===== config.mk =====
export PLATFORM = sky130hd
export DESIGN_NAME = wheel_velocity_estimator
export DESIGN_NICKNAME = d
export VERILOG_FILES = /design/src/rtl/wve_pkg.sv /design/src/rtl/wve_ctrl.sv /design/src/rtl/wve_datapath.sv /design/src/rtl/wheel_velocity_estimator.sv
export SDC_FILE = /design/constraint.sdc
export NUM_CORES = 2
export LEC_CHECK = 0
export CAP_MARGIN = 20
export CORE_MARGIN = 2
export CORE_UTILIZATION = 40
export DETAILED_ROUTE_END_ITERATION = 10
export DONT_BUFFER_PORTS = 1
export GPL_ROUTABILITY_DRIVEN = 1
export MAX_ROUTING_LAYER = met4
export SYNTH_ARGS = -nofsm -noshare
export SYNTH_HDL_FRONTEND = slang
export SYNTH_SLANG_ARGS = --single-unit

===== constraint.sdc =====
create_clock -name clk_i -period 16.1 [get_ports clk_i]
set_clock_uncertainty 0.15 [all_clocks]
set_input_delay 1.61 -clock clk_i [delete_from_list [all_inputs] [get_ports clk_i]]
set_output_delay 1.61 -clock clk_i [all_outputs]
set_load 0.02 [all_outputs]

===== src/rtl/wve_pkg.sv =====
//------------------------------------------------------------------------------
// wve_pkg
// Shared types and constants for the wheel velocity estimator.
//------------------------------------------------------------------------------
`default_nettype none
package wve_pkg;

  localparam int unsigned AngleBitsDef = 12;
  localparam int unsigned WheelsDef    = 2;
  localparam int unsigned VelBits      = 40;
  localparam int unsigned CfgIdxBits   = 3;
  localparam int unsigned CfgDataBits  = 20;
  localparam int unsigned ElecBits     = 12;

  // Register indexes
  localparam logic [CfgIdxBits-1:0] RegDir     = 3'd0;
  localparam logic [CfgIdxBits-1:0] RegZero0   = 3'd1;
  localparam logic [CfgIdxBits-1:0] RegZero1   = 3'd2;
  localparam logic [CfgIdxBits-1:0] RegPoles   = 3'd3;
  localparam logic [CfgIdxBits-1:0] RegTau     = 3'd4;
  localparam logic [CfgIdxBits-1:0] RegNominal = 3'd5;
  localparam logic [CfgIdxBits-1:0] RegMaxGap  = 3'd6;

  // Controller to datapath commands
  typedef struct packed {
    logic start;     // latch input, form dt
    logic div_step;  // one step of the shared divider
    logic div_alpha; // load alpha division
    logic div_wheel; // load velocity division for the current wheel
    logic wheel_end; // finish current wheel (raw velocity done)
    logic filt;      // filter step for current wheel
    logic commit;    // commit state, build result
  } wve_cmd_t;

  // Datapath to controller status
  typedef struct packed {
    logic reject;
    logic div_done;
  } wve_sts_t;

endpackage
`default_nettype wire


===== src/rtl/wve_ctrl.sv =====
//------------------------------------------------------------------------------
// wve_ctrl
// Sequencer: interval check, alpha division, per-wheel velocity division and
// filter steps, then result handoff.
//------------------------------------------------------------------------------
`default_nettype none
module wve_ctrl #(
  parameter int unsigned Wheels = 2
) (
  input  wire logic            clk_i,
  input  wire logic            rst_ni,
  input  wire logic            in_valid_i,
  output logic                 in_ready_o,
  output logic                 out_valid_o,
  input  wire logic            out_ready_i,
  output wve_pkg::wve_cmd_t    cmd_o,
  output logic [$clog2(Wheels+1)-1:0] wheel_o,
  input  wire wve_pkg::wve_sts_t sts_i
);
  import wve_pkg::*;

  localparam int unsigned WB = $clog2(Wheels+1);

  typedef enum logic [2:0] {
    StIdle, StCheck, StAlpha, StWLoad, StWDiv, StFilt, StCommit, StOut
  } state_e;

  state_e        state_q;
  logic [WB-1:0] wheel_q;

  assign in_ready_o  = (state_q == StIdle);
  assign out_valid_o = (state_q == StOut);
  assign wheel_o     = wheel_q;

  always_comb begin
    cmd_o = '0;
    unique case (state_q)
      StIdle:   cmd_o.start     = in_valid_i;
      StCheck:  cmd_o.div_alpha = !sts_i.reject;
      StAlpha:  cmd_o.div_step  = 1'b1;
      StWLoad:  cmd_o.div_wheel = 1'b1;
      StWDiv:   begin
        cmd_o.div_step  = !sts_i.div_done;
        cmd_o.wheel_end = sts_i.div_done;
      end
      StFilt:   cmd_o.filt      = 1'b1;
      StCommit: cmd_o.commit    = 1'b1;
      StOut:    ;
      default:  ;
    endcase
  end

  // State and wheel counter
  always_ff @(posedge clk_i or negedge rst_ni) begin
    if (!rst_ni) begin
      state_q <= StIdle;
      wheel_q <= '0;
    end else begin
      unique case (state_q)
        StIdle:   if (in_valid_i) state_q <= StCheck;
        StCheck:  state_q <= sts_i.reject ? StCommit : StAlpha;
        StAlpha:  if (sts_i.div_done) begin
          wheel_q <= '0;
          state_q <= StWLoad;
        end
        StWLoad:  state_q <= StWDiv;
        StWDiv:   if (sts_i.div_done) state_q <= StFilt;
        StFilt:   begin
          if (wheel_q == WB'(Wheels - 1)) state_q <= StCommit;
          else begin
            wheel_q <= wheel_q + 1'b1;
            state_q <= StWLoad;
          end
        end
        StCommit: state_q <= StOut;
        StOut:    if (out_ready_i) state_q <= StIdle;
        default:  state_q <= StIdle;
      endcase
    end
  end
endmodule
`default_nettype wire


===== src/rtl/wve_datapath.sv =====
//------------------------------------------------------------------------------
// wve_datapath
// Config registers, state, a shared radix-2 restoring divider and the
// filter and electrical angle arithmetic.
//------------------------------------------------------------------------------
`default_nettype none
module wve_datapath #(
  parameter int unsigned AngleBits = 12,
  parameter int unsigned Wheels    = 2
) (
  input  wire logic                      clk_i,
  input  wire logic                      rst_ni,
  input  wire logic                      cfg_we_i,
  input  wire logic [wve_pkg::CfgIdxBits-1:0]  cfg_idx_i,
  input  wire logic [wve_pkg::CfgDataBits-1:0] cfg_data_i,
  input  wire logic [Wheels*AngleBits-1:0] angles_i,
  input  wire logic [31:0]               time_i,
  input  wire wve_pkg::wve_cmd_t         cmd_i,
  input  wire logic [$clog2(Wheels+1)-1:0] wheel_i,
  output wve_pkg::wve_sts_t              sts_o,
  output logic                           status_o,
  output logic [Wheels*wve_pkg::VelBits-1:0]  vel_o,
  output logic [Wheels*wve_pkg::ElecBits-1:0] elec_o
);
  import wve_pkg::*;

  localparam int unsigned WB   = $clog2(Wheels+1);
  localparam int unsigned IB   = (Wheels > 1) ? $clog2(Wheels) : 1;
  localparam int unsigned DW   = AngleBits - 1 + 36;  // |delta|*256e6 width
  localparam int unsigned NB   = (DW > 48) ? DW : 48; // dividend width
  localparam int unsigned CB   = $clog2(NB + 1);
  localparam logic [27:0] VelScale = 28'd256000000;

  // Configuration
  logic [2*Wheels-1:0] dir_q;
  logic [11:0] zero_q [2];
  logic [5:0]  poles_q;
  logic [19:0] tau_q, gap_q;
  logic [15:0] nominal_q;

  always_ff @(posedge clk_i or negedge rst_ni) begin
    if (!rst_ni) begin
      dir_q <= '0; zero_q[0] <= '0; zero_q[1] <= '0; poles_q <= 6'd7;
      tau_q <= 20'd5000; nominal_q <= 16'd1000; gap_q <= 20'd5000;
    end else if (cfg_we_i) begin
      unique case (cfg_idx_i)
        RegDir:     dir_q     <= (2*Wheels)'(cfg_data_i);
        RegZero0:   zero_q[0] <= cfg_data_i[11:0];
        RegZero1:   zero_q[1] <= cfg_data_i[11:0];
        RegPoles:   poles_q   <= cfg_data_i[5:0];
        RegTau:     tau_q     <= cfg_data_i;
        RegNominal: nominal_q <= cfg_data_i[15:0];
        RegMaxGap:  gap_q     <= cfg_data_i;
        default:    ;
      endcase
    end
  end

  // Block state
  logic [AngleBits-1:0] last_q [Wheels];
  logic signed [VelBits-1:0] filt_q [Wheels];
  logic [31:0] last_time_q;
  logic        have_q;

  // Latched item
  logic [AngleBits-1:0] ang_q [Wheels];
  logic [31:0] now_q, dt_q;
  logic [16:0] alpha_q;
  logic signed [VelBits-1:0] next_q [Wheels];
  logic        neg_q;

  // Divider
  logic [NB-1:0] quo_q;
  logic [NB:0]   rem_q;
  logic [32:0]   den_q;
  logic [CB-1:0] cnt_q;
  logic [NB:0]   rem_sh, rem_sub;

  assign rem_sh  = {rem_q[NB-1:0], quo_q[NB-1]};
  assign rem_sub = rem_sh - (NB+1)'(den_q);

  logic [WB-1:0] w;
  logic [IB-1:0] wi;
  assign w  = wheel_i;
  assign wi = w[IB-1:0];
  logic [AngleBits-1:0] cur_a, cur_last, dlt;
  logic [AngleBits-1:0] mag;
  logic dneg, sgn;
  assign cur_a    = ang_q[wi];
  assign cur_last = last_q[wi];
  assign dlt  = have_q ? (cur_a - cur_last) : '0;
  assign dneg = dlt[AngleBits-1];
  assign mag  = dneg ? (~dlt + 1'b1) : dlt;
  assign sgn  = dneg ^ dir_q[w] ^ dir_q[w + WB'(Wheels)];

  logic [31:0] dt_new;
  assign dt_new = have_q ? (time_i - last_time_q) : 32'(nominal_q);
  assign sts_o.reject   = (dt_q == '0) || (dt_q > 32'(gap_q));
  assign sts_o.div_done = (cnt_q == '0);

  // Filter arithmetic
  logic signed [VelBits:0]    raw, err;
  logic signed [VelBits+18:0] prod;
  assign raw  = neg_q ? -$signed({1'b0, quo_q[VelBits-1:0]})
                      : $signed({1'b0, quo_q[VelBits-1:0]});
  assign err  = raw - (VelBits+1)'(filt_q[wi]);
  assign prod = err * $signed({1'b0, alpha_q});

  always_ff @(posedge clk_i) begin
    if (cmd_i.start) begin
      for (int i = 0; i < Wheels; i++) ang_q[i] <= angles_i[i*AngleBits +: AngleBits];
      now_q <= time_i;
      dt_q  <= dt_new;
    end
    if (cmd_i.div_alpha) begin
      quo_q <= NB'({dt_q, 16'd0});
      rem_q <= '0;
      den_q <= 33'(tau_q) + 33'(dt_q);
      cnt_q <= CB'(NB);
    end else if (cmd_i.div_wheel) begin
      // quotient still holds the filter factor when the first wheel loads
      if (w == '0) alpha_q <= quo_q[16:0];
      quo_q <= NB'(mag) * NB'(VelScale);
      rem_q <= '0;
      den_q <= 33'(dt_q);
      cnt_q <= CB'(NB);
      neg_q <= sgn;
    end else if (cmd_i.div_step && cnt_q != '0) begin
      if (!rem_sub[NB]) begin
        rem_q <= rem_sub;
        quo_q <= {quo_q[NB-2:0], 1'b1};
      end else begin
        rem_q <= rem_sh;
        quo_q <= {quo_q[NB-2:0], 1'b0};
      end
      cnt_q <= cnt_q - 1'b1;
    end
    if (cmd_i.filt) next_q[wi] <= filt_q[wi] + VelBits'(prod >>> 16);
  end

  // State commit and result
  always_ff @(posedge clk_i or negedge rst_ni) begin
    if (!rst_ni) begin
      for (int i = 0; i < Wheels; i++) begin
        last_q[i] <= '0;
        filt_q[i] <= '0;
      end
      last_time_q <= '0;
      have_q      <= 1'b0;
    end else if (cmd_i.commit && !sts_o.reject) begin
      for (int i = 0; i < Wheels; i++) begin
        last_q[i] <= ang_q[i];
        filt_q[i] <= next_q[i];
      end
      last_time_q <= now_q;
      have_q      <= 1'b1;
    end
  end

  always_ff @(posedge clk_i) begin
    if (cmd_i.commit) begin
      status_o <= sts_o.reject;
      for (int i = 0; i < Wheels; i++) begin
        logic [11:0] pr;
        pr = 12'(poles_q * 12'(ang_q[i]));
        if (dir_q[i]) pr = -pr;
        vel_o[i*VelBits +: VelBits]   <= sts_o.reject ? filt_q[i] : next_q[i];
        elec_o[i*ElecBits +: ElecBits] <= sts_o.reject ? '0 :
                                          (pr - ((i < 2) ? zero_q[i%2] : 12'd0));
      end
    end
  end
endmodule
`default_nettype wire


===== src/rtl/wheel_velocity_estimator.sv =====
//------------------------------------------------------------------------------
// wheel_velocity_estimator
// Two-wheel encoder velocity estimator with first-order low-pass filter.
//------------------------------------------------------------------------------
// One item at a time: a new input is taken only after the last result has
// been taken. A rejected interval skips the divider. An accepted sample
// is paced by the shared one-bit-per-cycle divider, used once for the
// filter factor and once per wheel for raw velocity. The result is held
// until taken.
`default_nettype none
module wheel_velocity_estimator #(
  parameter int unsigned ANGLE_BITS = wve_pkg::AngleBitsDef,
  parameter int unsigned WHEELS     = wve_pkg::WheelsDef
) (
  input  wire logic clk_i,
  input  wire logic rst_ni,
  input  wire logic cfg_we_i,
  input  wire logic [wve_pkg::CfgIdxBits-1:0]  cfg_idx_i,
  input  wire logic [wve_pkg::CfgDataBits-1:0] cfg_data_i,
  input  wire logic s_axis_tvalid,
  output logic      s_axis_tready,
  // angle_wheel0, angle_wheel1, ..., sample_time_us
  input  wire logic [((WHEELS*ANGLE_BITS+32+7)/8)*8-1:0] s_axis_tdata,
  output logic      m_axis_tvalid,
  input  wire logic m_axis_tready,
  // velocity_wheel0.., elec_angle_wheel0.. (status in tuser)
  output logic [((WHEELS*(wve_pkg::VelBits+wve_pkg::ElecBits)+7)/8)*8-1:0] m_axis_tdata,
  // status
  output logic      m_axis_tuser
);
  import wve_pkg::*;

  wve_cmd_t cmd;
  wve_sts_t sts;
  logic [$clog2(WHEELS+1)-1:0] wheel;
  logic [WHEELS*VelBits-1:0]  vel;
  logic [WHEELS*ElecBits-1:0] elec;

  wve_ctrl #(.Wheels(WHEELS)) u_ctrl (
    .clk_i, .rst_ni,
    .in_valid_i(s_axis_tvalid), .in_ready_o(s_axis_tready),
    .out_valid_o(m_axis_tvalid), .out_ready_i(m_axis_tready),
    .cmd_o(cmd), .wheel_o(wheel), .sts_i(sts)
  );

  wve_datapath #(.AngleBits(ANGLE_BITS), .Wheels(WHEELS)) u_dp (
    .clk_i, .rst_ni, .cfg_we_i, .cfg_idx_i, .cfg_data_i,
    .angles_i(s_axis_tdata[WHEELS*ANGLE_BITS-1:0]),
    .time_i(s_axis_tdata[WHEELS*ANGLE_BITS +: 32]),
    .cmd_i(cmd), .wheel_i(wheel), .sts_o(sts),
    .status_o(m_axis_tuser), .vel_o(vel), .elec_o(elec)
  );

  assign m_axis_tdata = $bits(m_axis_tdata)'({elec, vel});
endmodule
`default_nettype wire

==> qor.yml <==
setup_path:
  r2r-start: "u_dp.quo_q[2]"
  crit_fanout: 17
  reg2regPathDepth: 55
  cpPeakStageDelay_ns: 0.78
  crit_slowest_cell: "xnor2_2"
  crit_required_ns: 16.40
  worstPathArrival_ns: 14.62
  setup.worst_path.end_class: "register"
  worst-r2r-setup-slack_ns: 1.78
  cp-start-kind: "register"
  regToRegEndpoint: "u_dp.next_q[1][39]"
  crit_type: "reg2reg"
clock_tree:
  cts-root-buf: "clkbuf_16"
  clk_pin_slew_ns: 0.06
  numCtsBuffers: 76
  post_cts_buffers: 0
  clk_latency_ns: 0.74
  post_cts_resized: 0
  cts_tree: "done"
  cts_sinks: 658
  htree_levels: 3
  cts_hold_buf: 0
  cts_max_path_buffers: 3
grt:
  grt_start_max_net_pins: 233
  grt_pass1_vias: 46540
  groute.usage.overall_pct: 20.97
  antenna_found_initial: 2
  grt_overflow_total: 0
  grt_pass1_wl_um: 261300
synthesis:
  synth-compound-area-share_pct: 7.821
  synth_warnings: 0
  synth_top_family_by_area: "adder cells"
  syn_inst: 6655
  ys_seq_elements: 658
  synth_nets: 7941
  ys.flop_type: "edfxtp_1"
  muxShareOfSynthArea_pct: 5.312
  synthesis.area_sq_mm: 0.06444
  synth-simple-area-share_pct: 13.92
  syn_avg_cell_area_sq_um: 9.683
  synth_xor_area_share_pct: 4.937
  async_flop_share_pct: 35.26
  ys_seq_area_share_pct: 27.81
  synth_cell_type_count: 75
  synth_edf_count: 356
  synthAdderAreaFrac_pct: 31.90
die:
  rows: 147
  core_sq_mm: 0.1602
  die_h_um: 405.4
  initial_core_util_pct: 40.23
  die_area_sq_mm: 0.1643
  ios: 191
  chipWidth_um: 405.4
sta:
  min_period_ns: 14.32
  setup_viol: 0
  relSlewSlack_pct: 21.13
  finalHoldViolCount: 0
  tns_ns: 0
  tightest_slew_ns: 1.177
  fin_crit_sh_pct: 88.93
  rsz0062_at_grt: "false"
  whs_ns: 0.2955
  slew_violations: 0
  fmax_mhz: 69.84
min_path:
  min_from: "u_dp.dt_q[28]"
  hold_class: "reg2reg"
  min_path_cells: 0
  min_delay_worst_endpoint: "u_dp.den_q[28]"
final_layout:
  finalInstanceArea_sq_mm: 0.06968
  drive_above_1_share_pct: 7.684
  fin_cells: 8787
  nets: 7846
  area_growth_pct: 8.127
  final.fill_count: 15300
drt:
  postRouteAntennaNets: 0
  wirelength_um: 164000
  first_iter_violations: 2654
  route.vias.total: 44780
  viasPerCell: 5.096
  wl_per_cell_um: 18.67
  firstDrtPassIters: 5
  drc: 0
placed_design:
  gp_congestion: 0.9285
  dpl.cell_count: 8637
  io_buffer_count: 0
  place_hpwl_um: 121800
  place_area_sq_mm: 0.06708
run_status:
  status: "finished clean"
flow_run:
  cap_viol_max_count: 0
==> layout make-up <==
class	count	area (sq um)	area share (%)
well taps	2160	2703	3.879
inverters	1173	4403	6.319
clock buffers	102	2052	2.945
clock inverters	40	460.4	0.6608
diodes	3	7.507	0.01077
flip-flops and latches	658	17930	25.73
repair buffers	78	638.1	0.9158
multi-input cells	4573	41490	59.54
==> worst max path at each step <==
stage	start	to	slack [ns]	cells past startpoint
final	u_dp.quo_q[2]	u_dp.next_q[1][39]	1.78	55
after global routing	u_dp.quo_q[2]	u_dp.next_q[1][39]	0.79	55
after CTS	u_dp.quo_q[2]	u_dp.next_q[1][39]	1.80	53
after detailed placement	u_dp.quo_q[2]	u_dp.next_q[0][39]	1.84	53
after global placement	u_dp.quo_q[2]	u_dp.next_q[0][39]	1.87	51
after floorplan	u_ctrl.wheel_o[0]	u_dp.next_q[0][39]	3.40	53
==> critical path, delay by kind of cell, from the launching register on <==
family,cells,cell delay [ns]
flops,1,0.37
simple gates,17,3.90
compound gates,20,4.22
fa+ha+maj,9,3.76
buf+inv,5,0.29
xor+xnor,4,1.31
==> cells in the final DEF (no fill, tap or decap), types with 93 or more instances in the layout <==
| cell | instances |
|---|---|
| a21o_1 | 94 |
| a21oi_1 | 234 |
| and2_1 | 389 |
| dfrtp_1 | 211 |
| edfxtp_1 | 356 |
| fa_1 | 735 |
| ha_1 | 467 |
| inv_1 | 1173 |
| mux2_2 | 232 |
| nand2_1 | 917 |
| nor2_1 | 238 |
| o21ai_0 | 177 |
| xnor2_1 | 236 |
| xor2_1 | 93 |
==> synth_stat cells (95+ instances only) <==
master | count | share of area (%)
o21ai_0 | 177 | 1.4
mux2_2 | 232 | 4.1
xor2_1 | 102 | 1.4
a21o_1 | 95 | 1.1
edfxtp_1 | 356 | 17
ha_1 | 467 | 9.1
dfrtp_1 | 213 | 8.3
nand2_1 | 918 | 5.3
fa_1 | 735 | 23
and2_1 | 391 | 3.8
xnor2_1 | 255 | 3.5
nor2_1 | 241 | 1.4
clkbuf_1 | 245 | 1.4
a21oi_1 | 238 | 1.8
inv_1 | 1173 | 6.8
==> registers in the layout, indices dropped and copies added (netlist names), 33 cells and up <==
register and cells:
u_dp.filt_q 80, u_dp.next_q 80, u_dp.vel_o 80, u_dp.quo_q 48
u_dp.rem_q 48, u_dp.den_q 33
==> cells by family after synthesis <==
kind of cell               count (synthesis)
muxes                                    313
and+or+nand+nor                         1898
adders and majority gates               1202
buffers and inverters                   1424
other                                      1
DFF                                      658
xor gates and xnor gates                 360
AOI/OAI and AO/OA                        799
==> layer usage <==
layer | vias to the layer above | share of wire (%) | global-route usage, %
li1 | 21050 | - | -
met1 | 22440 | 44 | 26.97
met2 | 1053 | 47 | 33.32
met3 | 232 | 6.6 | 4.317
met4 | 0 | 2.8 | 6.337
met5 | - | 0 | -
==> through the flow <==
stage / utilization [%] / setup slack, ns
after detailed placement: 41.88 / 1.836
after floorplan: - / 3.395
after CTS: 43.44 / 1.797
after global routing: 43.49 / 0.7882
final: 43.50 / 1.782
after global placement: 41.85 / 1.867
Power is not shown: default switching activity piles up to over one toggle a cycle in this logic, so the estimate is an artifact.
